<file path="src/design/triangle_check_and_area_defines.svh">
// Assertion helpers shared by the triangle block.
`ifndef TRIANGLE_CHECK_AND_AREA_DEFINES_SVH
`define TRIANGLE_CHECK_AND_AREA_DEFINES_SVH

// Same-cycle implication, checked on every rising edge outside reset.
`define TCA_ASSERT_SAME(label, ante, cons, msg) \
    label: assert property (@(posedge i_clk) disable iff (!i_rst_n) (ante) |-> (cons)) \
        else $error(msg);

// Next-cycle implication.
`define TCA_ASSERT_NEXT(label, ante, cons, msg) \
    label: assert property (@(posedge i_clk) disable iff (!i_rst_n) (ante) |=> (cons)) \
        else $error(msg);

`endif

</file>
<file path="src/design/tca_delay.sv">
module tca_delay #(
    parameter int W = 8,
    parameter int N = 4
) (
    input  logic         i_clk,
    input  logic         i_en,
    input  logic [W-1:0] i_data,
    output logic [W-1:0] o_data
);
    if (N == 0) begin : g_none
        assign o_data = i_data;
    end else begin : g_line
        logic [W-1:0] r_pipe [N];

        always_ff @(posedge i_clk) begin
            if (i_en) begin
                r_pipe[0] <= i_data;
                for (int s = 1; s < N; s++) begin
                    r_pipe[s] <= r_pipe[s-1];
                end
            end
        end

        assign o_data = r_pipe[N-1];
    end
endmodule

</file>
<file path="config.mk">
export PLATFORM = sky130hd
export DESIGN_NAME = tca_delay
export DESIGN_NICKNAME = d
export VERILOG_FILES = /design/src/design/triangle_check_and_area_defines.svh /design/src/design/tca_delay.sv
export SDC_FILE = /design/constraint.sdc
export NUM_CORES = 1
export LEC_CHECK = 0
export BUFFER_PORTS_ARGS = -buffer_cell sky130_fd_sc_hd__buf_2
export CAP_MARGIN = 25
export CELL_PAD_IN_SITES_DETAIL_PLACEMENT = 0
export CELL_PAD_IN_SITES_GLOBAL_PLACEMENT = 1
export CORE_UTILIZATION = 48
export DETAILED_ROUTE_END_ITERATION = 8
export PLACE_DENSITY_LB_ADDON = 0.1
export SKIP_CTS_REPAIR_TIMING = 1
export SLEW_MARGIN = 10
export SYNTH_ARGS = -nofsm -noshare
export SYNTH_HDL_FRONTEND = slang
export SYNTH_SLANG_ARGS = --single-unit
</file>
<file path="constraint.sdc">
create_clock -name i_clk -period 1.6 [get_ports i_clk]
set_input_delay 0.24 -clock i_clk [delete_from_list [all_inputs] [get_ports i_clk]]
set_output_delay 0.24 -clock i_clk [all_outputs]
set_load 0.02 [all_outputs]
</file>
==> impl_results.md <==
* Clk buf depth at 2
* First-pass GRT wire length at 1.352 mm
* Pwr dens at 1371 nW/um2
* Clock buffer count from CTS at 5
* Count of final hold-check violations at 0
* Die Wd at 46.74 um
* CP bufs+invs at 1
* GP Congestion at 0.6299
* Synth Warn # at 0
* I/O Buffers at 17
* Storage element area at 960.9 um2
* Simple-gate area share of the yosys netlist at 0
* Place WS at 0.5254 ns
* Sequential fraction of the synthesis area at 1.000
* Syn_area_per_cell at 30.03 um2
* DR vias at 380
* CP top delay family: flip-flops
* Core area at 1802 um2
* Max FFs per register at 32
* Clk network pwr share at 0.345
* Drt drc at 0
* WP depth at 1
* P_int at 1.325 mW
* Mux cell area share after synthesis at 0
* Number of placed cells counting well taps at 75
* Post-synthesis adder-cell area fraction at 0
* Max-cap violations at 0
* Final Cell Area at 1172 um2
* Area of the multi-input gates at 0 um2
* #MultiIn Comb at 0
* Flops & latches, synth at 32
* FMAX at 0.9124 GHz
* Cell Rows at 15
* Final WS setup at 0.5040 ns
* Compound-Gate Fraction of Synth Area at 0
* Global route overflow at 0
* Final #Nets at 67
* Worst-path clk slew at 0.09 ns
* Reg-to-reg startpoint: g_line.r_pipe[1][4]
* Cell variety after synth at 1
* Slew at the pin with the worst max-slew slack at 0.3801 ns
* DRT iter0 DRCs at 11
* Synth area leaders: edfxtp_1 100%
* Total track usage at 0.1088
* Crit Path Max Fanout at 1
* Vias in the first global route at 341
* Min Tclk post-route at 1.096 ns
* Setup TNS at 0 ns
* Non-filler cells, final at 83
* Commonest cells after routing, fill and taps aside: 32 x edfxtp_1, 17 x buf_2, 5 x clkbuf_4
* Part of the power in registers at 0.621
* CP endpoint: o_data[2]
* Final WL at 919 um
* Layout cells sized above 1 at 0.4138
* First drt pass iteration count at 2
* CP endpoint kind: output port
* CP max stage delay at 0.38 ns
* Die area at 2185 um2
* Average wire per standard cell at 11.07 um
* Most common cell after layout, fill and taps aside: edfxtp_1
* Worst Path Arrival at 0.86 ns
* Initial antenna violation count at 0
* R2r setup slk at 0.96 ns
* FILL cells at 138
* Post-route ant nets at 0
* Area after DPL at 1097 um2
* Slew margin rel. at 0.7466
* Worst Clk Skew at 0.004897 ns
* Post-synth top area cell: edfxtp_1
* Clk_lat worst skew at 0.32 ns
* CTS tree: done
* Die Height at 46.74 um
* RSZ-0062 raised after global routing: false
* CTS root buffer: clkbuf_4
* Post-Syn Area at 960.9 um2
* Top Registers: g_line.r_pipe x32
* Slew Limit Fails at 0
* Synth Area in XOR/XNOR at 0
* Leakage power at 0.4297 nW
* Clock sink count at 32
* Sw frac at 0.1758
* Cells after Synth at 32
* Critical path type: flip-flop to output port
* Antenna cells at 0
* Critical Path Slowest Stage Cell: edfxtp_1
* Startpoint types: flip-flop
* Pin count of the biggest net entering global routing at 18
* IO Pins at 18
* Switching Power at 0.2826 mW
* Post-synth top area share at 1.000
* Status: completed
* Worst VDD drop at 1.205 mV
* Starting Density at 0.5333
* Syn nets at 42
* Vias per inst at 4.578
* FF-to-FF path depth at 0
* H-tree depth at 2
* CP Cell Sequence: buf_2
* Final setup fails at 0
* Required time worst endpoint at 1.36 ns
* Most flops, register: g_line.r_pipe
* Combinational fraction of design power at 0.034
* Crit share post-route at 0.6850
* Worst setup path startpoint: g_line.r_pipe[3][2]
* Area delta synth->final at 22.00%
* Min-Delay Path Class: input port to flip-flop
* Crit Reg-Reg Endpoint: g_line.r_pipe[2][4]
-- synthesized netlist by cell type --
library cell / instances
edfxtp_1: 32
-- per-layer routing --
metal / vias up / track usage / share of wire
li1: 179 / - / -
met1: 175 / 0.09756 / 0.39
met2: 23 / 0.1556 / 0.49
met3: 3 / 0.08077 / 0.10
met4: 0 / 0.1029 / 0.021
met5: - / 0 / 0
-- power by group through the flow --
stage | clock, mW | combinational, mW | sequential [mW]
floorplan | 0 | 0 | 1.03
global placement | 0 | 0.0532 | 1.01
detailed placement | 0 | 0.0557 | 1.02
CTS | 0.572 | 0.0557 | 1.00
global route | 0.607 | 0.0591 | 1.00
finish | 0.554 | 0.0549 | 0.998
-- stage by stage --
stage,hold WS (ns),total power [mW],utilization
floorplan,0.3389,1.030,-
global placement,0.4015,1.067,0.6090
detailed placement,0.4045,1.075,0.6090
CTS,0.07730,1.627,0.6507
global route,0.06381,1.670,0.6507
finish,0.08933,1.607,0.6507
-- worst min-delay path by stage --
stage                                    from                  end  slack (ns)  depth (start not counted)
final                               i_data[5]  g_line.r_pipe[0][5]        0.09                          1
after global routing                i_data[5]  g_line.r_pipe[0][5]        0.06                          1
after CTS                           i_data[5]  g_line.r_pipe[0][5]        0.08                          1
after detailed placement  g_line.r_pipe[0][1]  g_line.r_pipe[1][1]        0.40                          0
after global placement    g_line.r_pipe[1][0]  g_line.r_pipe[2][0]        0.40                          0
after floorplan                     i_data[0]  g_line.r_pipe[0][0]        0.34                          0
-- layout make-up --
cell class	count	share of cell area
Clock buffer	5	0.03202
Sequential cell	32	0.8196
Tap cell	25	0.02668
Clock inverter	3	0.03202
Timing Repair Buffer	18	0.08965
-- kinds of logic (layout without fill, tap and decap cells) --
logic type,count (synthesis),in the layout
buf+inv,0,26
flops,32,32
Note: power is estimated with default switching activity, not from simulation.
